===== src/rtl/rrcl_pkg.sv =====
`timescale 1ns / 1ps
// ----------------------------------------------------------------------------
// rrcl_pkg
// Shared widths, constants and the stage tag type for the rising-run chord
// length block.
// ----------------------------------------------------------------------------
package rrcl_pkg;

  // Defaults for the top-level parameters
  localparam int SAMPLE_WIDTH_DEF  = 16;
  localparam int FRACTION_BITS_DEF = 8;

  // Fixed result widths
  localparam int COUNT_W = 16;
  localparam int CHORD_W = 25;

  localparam logic [COUNT_W-1:0] COUNT_MAX = {COUNT_W{1'b1}};

  // Control carried alongside the data through every stage and cell
  typedef struct packed {
    logic               valid;
    logic [COUNT_W-1:0] count;
  } rrcl_tag_t;

endpackage


===== src/rtl/rising_run_chord_length.sv =====
`timescale 1ns / 1ps
// ----------------------------------------------------------------------------
// rising_run_chord_length
// Rise count and chord length from the start of the current rising run.
// ----------------------------------------------------------------------------
// One result per input sample, in order. The block takes a sample every cycle
// while the result side keeps taking results; each result passes through the
// run tracking register, the square register, the sum register and one
// digit cell per root bit. A stall on the result side holds the whole chain,
// and in_ready drops with it. The chord is floor(sqrt(dx^2 + dy^2)) with
// FRACTION_BITS fractional bits; a sample that does not rise gives a zero
// count and sqrt(2), and the first sample of a curve gives zero for both.
module rising_run_chord_length import rrcl_pkg::*; #(
  parameter int SAMPLE_WIDTH  = SAMPLE_WIDTH_DEF,
  parameter int FRACTION_BITS = FRACTION_BITS_DEF
) (
  input  logic                           clk,
  input  logic                           rst_n,
  input  logic                           in_valid,
  output logic                           in_ready,
  input  logic signed [SAMPLE_WIDTH-1:0] in_x_position,
  input  logic signed [SAMPLE_WIDTH-1:0] in_y_value,
  input  logic                           in_first_sample,
  output logic                           out_valid,
  input  logic                           out_ready,
  output logic        [COUNT_W-1:0]      out_rise_count,
  output logic        [CHORD_W-1:0]      out_chord_length
);

  localparam int ROOT_W = SAMPLE_WIDTH + FRACTION_BITS + 1;
  localparam int RAD_W  = 2 * ROOT_W;
  localparam int SUM_W  = 2 * SAMPLE_WIDTH + 1;
  localparam int EXT_W  = (ROOT_W > CHORD_W) ? ROOT_W : CHORD_W;

  logic                    adv, accept;
  logic [SAMPLE_WIDTH-1:0] dx, dy;
  logic [SUM_W-1:0]        sum;
  rrcl_tag_t               tag_trk, tag_sum;

  logic [ROOT_W+1:0]       rem_c  [0:ROOT_W];
  logic [ROOT_W-1:0]       root_c [0:ROOT_W];
  logic [RAD_W-1:0]        rad_c  [0:ROOT_W];
  rrcl_tag_t               tag_c  [0:ROOT_W];
  logic [EXT_W-1:0]        root_ext;

  // Chain moves unless a finished result is waiting
  assign adv      = !tag_c[ROOT_W].valid || out_ready;
  assign in_ready = adv;
  assign accept   = in_valid && adv;

  rrcl_track #(
    .SAMPLE_WIDTH(SAMPLE_WIDTH)
  ) u_track (
    .clk     (clk),
    .rst_n   (rst_n),
    .adv     (adv),
    .accept  (accept),
    .x_i     (in_x_position),
    .y_i     (in_y_value),
    .first_i (in_first_sample),
    .dx_o    (dx),
    .dy_o    (dy),
    .tag_o   (tag_trk)
  );

  rrcl_square #(
    .SAMPLE_WIDTH(SAMPLE_WIDTH)
  ) u_square (
    .clk   (clk),
    .rst_n (rst_n),
    .adv   (adv),
    .dx_i  (dx),
    .dy_i  (dy),
    .tag_i (tag_trk),
    .sum_o (sum),
    .tag_o (tag_sum)
  );

  // Radicand scaled by 4^FRACTION_BITS enters the first cell
  assign rem_c[0]  = '0;
  assign root_c[0] = '0;
  assign rad_c[0]  = RAD_W'(sum) << (2 * FRACTION_BITS);
  assign tag_c[0]  = tag_sum;

  // One cell per root bit
  for (genvar i = 0; i < ROOT_W; i++) begin : g_cell
    rrcl_root_cell #(
      .ROOT_W(ROOT_W)
    ) u_cell (
      .clk    (clk),
      .rst_n  (rst_n),
      .adv    (adv),
      .rem_i  (rem_c[i]),
      .root_i (root_c[i]),
      .rad_i  (rad_c[i]),
      .tag_i  (tag_c[i]),
      .rem_o  (rem_c[i+1]),
      .root_o (root_c[i+1]),
      .rad_o  (rad_c[i+1]),
      .tag_o  (tag_c[i+1])
    );
  end

  // Last cell is the output register
  assign root_ext         = EXT_W'(root_c[ROOT_W]);
  assign out_valid        = tag_c[ROOT_W].valid;
  assign out_rise_count   = tag_c[ROOT_W].count;
  assign out_chord_length = root_ext[CHORD_W-1:0];

endmodule


===== src/rtl/rrcl_track.sv =====
`timescale 1ns / 1ps
// ----------------------------------------------------------------------------
// rrcl_track
// Run tracking front end: follows the strictly rising runs of y, forms the
// rise count and the coordinate differences from the run start point.
// ----------------------------------------------------------------------------
module rrcl_track import rrcl_pkg::*; #(
  parameter int SAMPLE_WIDTH = SAMPLE_WIDTH_DEF
) (
  input  logic                           clk,
  input  logic                           rst_n,
  input  logic                           adv,
  input  logic                           accept,
  input  logic signed [SAMPLE_WIDTH-1:0] x_i,
  input  logic signed [SAMPLE_WIDTH-1:0] y_i,
  input  logic                           first_i,
  output logic        [SAMPLE_WIDTH-1:0] dx_o,
  output logic        [SAMPLE_WIDTH-1:0] dy_o,
  output rrcl_tag_t                      tag_o
);

  localparam int DW = SAMPLE_WIDTH + 1;

  logic signed [SAMPLE_WIDTH-1:0] prev_x_r, prev_y_r, start_x_r, start_y_r;
  logic        [COUNT_W-1:0]      run_len_r, run_len_nxt;
  logic                           seen_r;

  logic        [SAMPLE_WIDTH-1:0] dx_r, dy_r, dx_nxt, dy_nxt;
  rrcl_tag_t                      tag_r, tag_nxt;

  logic                           fresh, rising;
  logic signed [DW-1:0]           diff_x, diff_y;
  logic        [DW-1:0]           mag_x, mag_y;
  logic        [COUNT_W-1:0]      run_len_inc, count_rise;

  // Differences to the run start, widened by one bit so they cannot wrap
  assign diff_x = DW'(x_i) - DW'(start_x_r);
  assign diff_y = DW'(y_i) - DW'(start_y_r);
  assign mag_x  = diff_x[DW-1] ? DW'(-diff_x) : DW'(diff_x);
  assign mag_y  = diff_y[DW-1] ? DW'(-diff_y) : DW'(diff_y);

  assign fresh  = first_i || !seen_r;
  assign rising = y_i > prev_y_r;

  // Saturating run length and rise count
  assign run_len_inc = (run_len_r == COUNT_MAX) ? run_len_r : run_len_r + 1'b1;
  assign count_rise  = (run_len_inc == COUNT_MAX) ? COUNT_MAX : run_len_inc + 1'b1;

  // Per-sample outputs; a sample that does not rise is fed as a unit step on both axes
  always_comb begin
    tag_nxt.valid = accept;
    run_len_nxt   = run_len_r;
    if (fresh) begin
      dx_nxt        = '0;
      dy_nxt        = '0;
      tag_nxt.count = '0;
      run_len_nxt   = '0;
    end else if (rising) begin
      dx_nxt        = mag_x[SAMPLE_WIDTH-1:0];
      dy_nxt        = mag_y[SAMPLE_WIDTH-1:0];
      tag_nxt.count = count_rise;
      run_len_nxt   = run_len_inc;
    end else begin
      dx_nxt        = SAMPLE_WIDTH'(1);
      dy_nxt        = SAMPLE_WIDTH'(1);
      tag_nxt.count = '0;
      run_len_nxt   = '0;
    end
  end

  // Run state, updated on each input transfer
  always_ff @(posedge clk) begin
    if (!rst_n) begin
      prev_x_r  <= '0;
      prev_y_r  <= '0;
      start_x_r <= '0;
      start_y_r <= '0;
      run_len_r <= '0;
      seen_r    <= 1'b0;
    end else if (accept) begin
      prev_x_r  <= x_i;
      prev_y_r  <= y_i;
      run_len_r <= run_len_nxt;
      seen_r    <= 1'b1;
      if (fresh) begin
        start_x_r <= x_i;
        start_y_r <= y_i;
      end else if (!rising) begin
        start_x_r <= prev_x_r;
        start_y_r <= prev_y_r;
      end
    end
  end

  // Stage register
  always_ff @(posedge clk) begin
    if (!rst_n) begin
      tag_r.valid <= 1'b0;
    end else if (adv) begin
      tag_r.valid <= tag_nxt.valid;
    end
  end

  always_ff @(posedge clk) begin
    if (adv) begin
      tag_r.count <= tag_nxt.count;
      dx_r        <= dx_nxt;
      dy_r        <= dy_nxt;
    end
  end

  assign dx_o  = dx_r;
  assign dy_o  = dy_r;
  assign tag_o = tag_r;

endmodule


===== src/rtl/rrcl_square.sv =====
`timescale 1ns / 1ps
// ----------------------------------------------------------------------------
// rrcl_square
// Squares both differences, then sums them into the radicand, one register
// stage each.
// ----------------------------------------------------------------------------
module rrcl_square import rrcl_pkg::*; #(
  parameter int SAMPLE_WIDTH = SAMPLE_WIDTH_DEF
) (
  input  logic                      clk,
  input  logic                      rst_n,
  input  logic                      adv,
  input  logic [SAMPLE_WIDTH-1:0]   dx_i,
  input  logic [SAMPLE_WIDTH-1:0]   dy_i,
  input  rrcl_tag_t                 tag_i,
  output logic [2*SAMPLE_WIDTH:0]   sum_o,
  output rrcl_tag_t                 tag_o
);

  localparam int SQ_W  = 2 * SAMPLE_WIDTH;
  localparam int SUM_W = SQ_W + 1;

  logic [SQ_W-1:0]  sq_x_r, sq_y_r;
  logic [SUM_W-1:0] sum_r;
  rrcl_tag_t        tag_sq_r, tag_sum_r;

  // Valid bits
  always_ff @(posedge clk) begin
    if (!rst_n) begin
      tag_sq_r.valid  <= 1'b0;
      tag_sum_r.valid <= 1'b0;
    end else if (adv) begin
      tag_sq_r.valid  <= tag_i.valid;
      tag_sum_r.valid <= tag_sq_r.valid;
    end
  end

  // Square stage, then sum stage
  always_ff @(posedge clk) begin
    if (adv) begin
      tag_sq_r.count  <= tag_i.count;
      sq_x_r          <= dx_i * dx_i;
      sq_y_r          <= dy_i * dy_i;
      tag_sum_r.count <= tag_sq_r.count;
      sum_r           <= SUM_W'(sq_x_r) + SUM_W'(sq_y_r);
    end
  end

  assign sum_o = sum_r;
  assign tag_o = tag_sum_r;

endmodule


===== src/rtl/rrcl_root_cell.sv =====
`timescale 1ns / 1ps
// ----------------------------------------------------------------------------
// rrcl_root_cell
// One digit cell of the square-root chain: brings down two radicand bits,
// tries the next root bit and hands its partial result to the next cell.
// ----------------------------------------------------------------------------
module rrcl_root_cell import rrcl_pkg::*; #(
  parameter int ROOT_W = SAMPLE_WIDTH_DEF + FRACTION_BITS_DEF + 1
) (
  input  logic                  clk,
  input  logic                  rst_n,
  input  logic                  adv,
  input  logic [ROOT_W+1:0]     rem_i,
  input  logic [ROOT_W-1:0]     root_i,
  input  logic [2*ROOT_W-1:0]   rad_i,
  input  rrcl_tag_t             tag_i,
  output logic [ROOT_W+1:0]     rem_o,
  output logic [ROOT_W-1:0]     root_o,
  output logic [2*ROOT_W-1:0]   rad_o,
  output rrcl_tag_t             tag_o
);

  localparam int REM_W = ROOT_W + 2;
  localparam int RAD_W = 2 * ROOT_W;

  logic [REM_W-1:0] rem_r, rem_nxt, rem_sh, trial;
  logic [ROOT_W-1:0] root_r, root_nxt;
  logic [RAD_W-1:0] rad_r;
  rrcl_tag_t        tag_r;
  logic             take;

  // Remainder stays below 2^ROOT_W before the shift, so the top bits drop
  assign rem_sh   = {rem_i[ROOT_W-1:0], rad_i[RAD_W-1 -: 2]};
  assign trial    = {root_i, 2'b01};
  assign take     = rem_sh >= trial;
  assign rem_nxt  = take ? rem_sh - trial : rem_sh;
  assign root_nxt = {root_i[ROOT_W-2:0], take};

  always_ff @(posedge clk) begin
    if (!rst_n) begin
      tag_r.valid <= 1'b0;
    end else if (adv) begin
      tag_r.valid <= tag_i.valid;
    end
  end

  always_ff @(posedge clk) begin
    if (adv) begin
      tag_r.count <= tag_i.count;
      rem_r       <= rem_nxt;
      root_r      <= root_nxt;
      rad_r       <= {rad_i[RAD_W-3:0], 2'b00};
    end
  end

  assign rem_o  = rem_r;
  assign root_o = root_r;
  assign rad_o  = rad_r;
  assign tag_o  = tag_r;

endmodule


===== config.mk =====
export PLATFORM = sky130hd
export DESIGN_NAME = rising_run_chord_length
export DESIGN_NICKNAME = d
export VERILOG_FILES = /design/src/rtl/rrcl_pkg.sv /design/src/rtl/rising_run_chord_length.sv /design/src/rtl/rrcl_track.sv /design/src/rtl/rrcl_square.sv /design/src/rtl/rrcl_root_cell.sv
export SDC_FILE = /design/constraint.sdc
export NUM_CORES = 2
export LEC_CHECK = 0
export ABC_AREA = 1
export BUFFER_PORTS_ARGS = -buffer_cell sky130_fd_sc_hd__buf_2
export CAP_MARGIN = 20
export CORE_AREA = 2 2 518 520
export DETAILED_ROUTE_END_ITERATION = 10
export DIE_AREA = 0 0 520 522
export GPL_ROUTABILITY_DRIVEN = 0
export PLACE_DENSITY = 0.64
export SYNTH_ARGS = -nofsm -noshare
export SYNTH_HDL_FRONTEND = slang
export SYNTH_SLANG_ARGS = --single-unit

===== constraint.sdc =====
create_clock -name clk -period 54.5 [get_ports clk]
set_input_delay 5.45 -clock clk [delete_from_list [all_inputs] [get_ports clk]]
set_output_delay 5.45 -clock clk [all_outputs]
set_load 0.01 [all_outputs]

# [After elaboration in Yosys (flattened, before gate mapping)]
# Index checks and enable logic that the tools add are counted.
[totals] register_bits=1860 output_inout_bits=43 inputBits=37 word_cells=248
[op_classes] bitwise=1 n_reduce_logical=7 n_mul=2 n_lt_le_gt_ge=26 n_mux=36 n_eq_ne=3 add_sub_neg=31
[op_table] cell="2-to-1 mux 25 bit" count=23
[op_table] cell="2-to-1 mux 16 bit" count=10
[op_table] cell="multiplier 16 x 16 -> 32 bit" count=2
[op_table] cell="subtractor 16 x 16 -> 17 bit" count=2
[op_table] cell="adder 32 x 32 -> 33 bit" count=1
[op_table] cell="adder 16 x 1 -> 16 bit, second input constant" count=2
[op_table] cell="== test 16 bit, second input constant" count=2
[op_table] cell="negator 16 bit" count=2
[op_table] cell="greater-or-equal comparator 27 x 10 -> 1 bit" count=1
[op_table] cell="greater-or-equal comparator 27 x 11 -> 1 bit" count=1
[op_table] cell="greater-or-equal comparator 27 x 12 -> 1 bit" count=1
[op_table] cell="greater-or-equal comparator 27 x 13 -> 1 bit" count=1
[op_table] cell="greater-or-equal comparator 27 x 14 -> 1 bit" count=1
[op_table] cell="greater-or-equal comparator 27 x 15 -> 1 bit" count=1
[op_table] cell="greater-or-equal comparator 27 x 16 -> 1 bit" count=1
[op_table] cell="greater-or-equal comparator 27 x 17 -> 1 bit" count=1
[op_table] cell="greater-or-equal comparator 27 x 18 -> 1 bit" count=1
[op_table] cell="greater-or-equal comparator 27 x 19 -> 1 bit" count=1
[op_table] cell="greater-or-equal comparator 27 x 20 -> 1 bit" count=1
[op_table] cell="greater-or-equal comparator 27 x 21 -> 1 bit" count=1
[op_table] cell="greater-or-equal comparator 27 x 22 -> 1 bit" count=1
[op_table] cell="greater-or-equal comparator 27 x 23 -> 1 bit" count=1
[op_table] cell="greater-or-equal comparator 27 x 24 -> 1 bit" count=1
[op_table] cell="greater-or-equal comparator 27 x 25 -> 1 bit" count=1
[op_table] cell="other kinds (42)" count=46

# [Longest topological paths before layout]
[logic_depth] ltp_word=4 depth_mapped=28 ltp_nobuf=26

# [Cells and area by module]
# A second synthesis with hierarchy kept.
[unflattened] cells_unflattened=20593 area_unflattened_um2=183758.7
[modules_own_cells] module="rrcl_root_cell at g_cell[0].u_cell ..." area_each_um2=6110.9 cells_per_inst=658 n_inst=17 seq_area_each_um2=3503.4
[modules_own_cells] module="rrcl_root_cell at g_cell[2].u_cell ..." area_each_um2=6107.1 cells_per_inst=658 n_inst=8 seq_area_each_um2=3503.4
[modules_own_cells] module="rrcl_square" area_each_um2=22037.4 cells_per_inst=2808 n_inst=1 seq_area_each_um2=3853.7
[modules_own_cells] module="rrcl_track" area_each_um2=8956.1 cells_per_inst=1330 n_inst=1 seq_area_each_um2=3083.0
[modules_own_cells] module="rising_run_chord_length" area_each_um2=23.8 cells_per_inst=5 n_inst=1 seq_area_each_um2=0.0

# [Least setup slack after synthesis]
# Ideal clock, no wire load.
[synth_path] path_kind="input-to-output" start="input port out_ready" end="output port in_ready" stages=3 arrival_ns=52.096 path_slack_ns=-3.046 required_ns=49.050 n_path_buf=1 cell_sequence="nor2_1 inv_2 buf_1"
[synth_between] elab_chain_len=1
[synth_lines] element="start, declared" line="rising_run_chord_length.sv:25" rtl="input logic out_ready,"
[synth_lines] element="logical OR 1 bit" line="rising_run_chord_length.sv:47" rtl="assign adv = !tag_c[ROOT_W].valid || out_ready;"
[synth_lines] element="end, declared" line="rising_run_chord_length.sv:20" rtl="output logic in_ready,"
# No other way between the ends.

# [Worst setup path after layout]
# Same ends and word-level chain as after synthesis.

==> run_results.csv <==
group,metric,value,unit
outcome,outcome,"complete, but fails checks",
outcome,violations,"DRC",
timing,relSlewSlack,28.8,%
yosys,yosysWarnings,0,
critical_path,crit_path_cell_trace,"buf_2 -> nor2_1 -> buf_4 -> inv_8 -> buf_2",
critical_path,crit_fanout,62,
timing,final_hold_viol_count,0,
power_and_ir_drop,pwr-share-clk,29.9,%
timing,min_period,11.96,ns
critical_path,worstRegToRegCells,21,
finish,final_net_count,11439,
power_and_ir_drop,power_density,39.6,mW/mm^2
timing,tightest_slew,1.07,ns
finish,fin_cells,14164,
route,drt.antenna.violating_nets,0,
clock_tree,clock_latency,0.87,ns
clock_tree,cts_tree,"yes",
global_routing,grt_pass1_vias,70557,
die,die_x,520,um
critical_path,r2r_setup_slack,48.13,ns
clock_tree,numClockSinks,1835,
critical_path,slowest_stage,"buf_4",
clock_tree,cts_max_path_buffers,4,
die,ios,80,
yosys,synth_ff_type,"edfxtp_1",
route,drt_iter0_drc,4952,
finish,synthToLayoutAreaGrowth,10.8,%
critical_path,crit_family,"buffers and inverters",
critical_path,r2r_start,"u_track.dx_o[5]",
timing,rsz0062_at_grt,"no",
power_and_ir_drop,leakage,0.0530,uW
power_and_ir_drop,power.sequential.fraction,46.0,%
global_routing,gr-total-overflow,0,
timing,fin_skew,0.0819,ns
yosys,seq_area_frac_synth,52.3,%
route,totalWireLength,218,mm
critical_path,critPathBufInv,4,
clock_tree,htreeDepth,4,
timing,hold_ws,0.391,ns
timing,max_freq,83.6,MHz
clock_tree,post_cts_buffers,0,
critical_path,startpoint_type,"input port",
global_routing,antenna_found_initial,5,
power_and_ir_drop,ir_drop,0.0265,mV
critical_path,crit_cells,5,
power_and_ir_drop,netSwitchingPower,1450,uW
min_path,hold_start,"g_cell[5].u_cell.tag_o[3]",
yosys,synthCells,10303,
clock_tree,clk_pin_slew_worst_paths,0.06,ns
route,dr.pass1.iters,11,
power_and_ir_drop,internal-power,3080,uW
yosys,synth_edf_count,1726,
route,drc,12,
die,num_rows,190,
critical_path,cp_data_required_time,49.05,ns
power_and_ir_drop,p_comb_share,24.1,%
global_routing,grt_usage,15.9,%
timing,setup_viol,0,
die,die_area,0.271,mm^2
timing,tns,0,ns
yosys,synth_cell_types,67,
finish,fillCellCount,24816,
clock_tree,cts_resized,0,
timing,finalMaxSlewViolations,0,
critical_path,cp_common_cell,"buf_2",
clock_tree,postCtsHoldBufs,0,
run,cap_viol_max_count,0,
critical_path,cp-end-kind,"primary output",
clock_tree,cts-root-buf,"clkbuf_16",
global_routing,grt_pass1_wl,355,mm
power_and_ir_drop,finalPower,4530,uW
timing,post-route-period-util,22.0,%
yosys,syn_nets,11293,
place,placedCellCount,13793,
min_path,min_path_cells,0,
critical_path,worstPathArrival,6.51,ns
yosys,ys_async_sr_fraction,0,%
yosys,avgSynthCellArea,10.0,um^2
min_path,worst_hold_path_type,"reg2reg",
global_routing,grt_max_degree,159,
place,detailed_place_hpwl,164,mm
critical_path,slowest_delay,0.32,ns
power_and_ir_drop,switching_share,32.1,%
place,port_buffers,79,
critical_path,critPathKind,"in2out",
clock_tree,numCtsBuffers,204,
yosys,syn-cell-area,0.103,mm^2
finish,drive_above_1_share,5.06,%
die,die_y,522,um
route,via_count,70476,
die,core_area,0.266,mm^2
critical_path,reg2reg_to,"u_square.sq_x_r[23]",
die,start_util,38.7,%
route,drt-vias-per-instance,4.98,
yosys,ys_ff_latch,1835,
route,avgRoutedWirePerCell,15.4,um
min_path,whs_endpoint,"g_cell[6].u_cell.tag_o[3]",
[per-stage QoR]
stage	area (um^2)	utilization, %	setup slack, ns
2_1_floorplan	103000	-	2.55
3_3_place_gp	108000	40.4	42.49
3_5_place_dp	108000	40.4	42.52
4_1_cts	114000	42.9	42.52
5_1_grt	114000	42.9	42.47
6_report	114000	42.9	42.54
[power groups by stage]
stage          Combinational (uW)  Clock, uW  Sequential, uW
6_report                     1090       1350            2090
2_1_floorplan                 830          0            2010
3_5_place_dp                 1070          0            2110
5_1_grt                      1240       1450            2110
4_1_cts                      1080       1390            2090
3_3_place_gp                 1050          0            2110
[worst reg2reg max path, delay by kind of cell, from the launching register on]
kind | cells | cell delay (ns)
AND/OR/NAND/NOR | 3 | 0.40
adder cells (fa/ha/maj) | 7 | 3.46
XOR/XNOR | 1 | 0.17
flip-flops | 1 | 0.91
buffers and inverters | 6 | 0.31
AO/OA/AOI/OAI | 4 | 0.88
[how the worst max path moves through the flow]
| stage | start | to | slack [ns] |
|---|---|---|---|
| 6_report | out_ready | in_ready | 42.54 |
| 5_1_grt | out_ready | in_ready | 42.47 |
| 4_1_cts | out_ready | in_ready | 42.52 |
| 3_5_place_dp | out_ready | in_ready | 42.52 |
| 3_3_place_gp | out_ready | in_ready | 42.49 |
| 2_1_floorplan | out_ready | in_ready | 2.55 |
[logic make-up after synthesis]
group | count (synthesis) | share of synthesized area, %
AOI/OAI and AO/OA | 1512 | 7.96
xor gates and xnor gates | 497 | 4.23
adders and majority gates | 953 | 14.0
buffers and inverters | 1964 | 7.20
DFF | 1835 | 52.3
muxes | 2 | 0.0218
other | 1 | 0.00363
and+or+nand+nor | 3539 | 14.2
[sequential cells by signal, summed over array words and instances, names as in the netlist]
name	cells
u_square.tag_sq_r	17
u_track.seen_r	1
u_track.dx_o	16
u_square.sum_o	33
u_track.run_len_r	16
u_track.start_x_r	16
g_cell.u_cell.rem_o	554
g_cell.u_cell.root_o	325
u_square.sq_y_r	31
u_track.start_y_r	16
g_cell.u_cell.rad_o	272
u_track.dy_o	16
u_track.tag_o	17
u_square.sq_x_r	31
u_track.prev_x_r	16
g_cell.u_cell.tag_o	425
u_track.prev_y_r	16
u_square.tag_o	17
[cell type report]
cell class,instances,area (um^2),share of cell area [%]
inverter,1784,6710,5.87
clock inverter,125,1330,1.16
timing repair buffer,120,796,0.696
clock buffer,240,5280,4.62
tap,3552,4440,3.89
sequential,1835,54000,47.2
antenna,4,10.0,0.00875
multi-input combinational,6504,41800,36.5
[cells in the mapped netlist (112+ instances only)]
library cell	number	share of area, %
nand2_1	1952	7.1
inv_1	1772	6.4
edfxtp_1	1726	50
nor2_1	815	3.0
a21oi_1	644	3.1
ha_1	616	7.5
o21ai_0	600	2.9
nand3_1	366	1.8
fa_1	337	6.5
xor2_1	280	2.4
xnor2_1	216	1.8
clkbuf_1	133	0.48
nor3_1	112	0.54
[per-layer routing]
| layer | part of all wire (%) | global-route usage [%] | vias up |
|---|---|---|---|
| li1 | - | - | 34496 |
| met1 | 40 | 18.8 | 33382 |
| met2 | 50 | 28.1 | 1972 |
| met3 | 4.8 | 2.16 | 620 |
| met4 | 5.3 | 7.94 | 6 |
| met5 | 0.017 | 0 | - |
[placed cells by master, fill, tap and decap left out, types with 11 or more instances in the layout]
cell type | synthesis | final
a21boi_0 | 21 | 21
o21bai_1 | 25 | 25
buf_2 | 33 | 79
ha_1 | 616 | 616
o2111ai_1 | 11 | 11
nor2_2 | 11 | 11
and2_1 | 14 | 14
or2_2 | 64 | 64
nor3_1 | 112 | 112
nand3b_1 | 17 | 17
fa_1 | 337 | 337
o21ai_1 | 15 | 15
bufinv_16 | 0 | 22
buf_4 | 2 | 36
nand2_1 | 1952 | 1951
clkbuf_16 | 0 | 206
edfxtp_1 | 1726 | 1726
a21oi_1 | 644 | 644
o211ai_1 | 20 | 20
dfxtp_1 | 109 | 109
a211oi_1 | 12 | 12
xor2_1 | 280 | 280
nand3_1 | 366 | 365
clkbuf_1 | 133 | 34
inv_1 | 1772 | 1771
nor4_1 | 48 | 48
o21a_1 | 37 | 37
a21oi_2 | 12 | 12
o21ai_0 | 600 | 600
a21o_1 | 42 | 42
xnor2_1 | 216 | 216
clkinv_1 | 4 | 47
nor2_1 | 815 | 815
nand4_1 | 111 | 111
clkinv_2 | 0 | 27
nand2_2 | 10 | 11
a31oi_1 | 39 | 39
(Power assumes the default switching activity.)
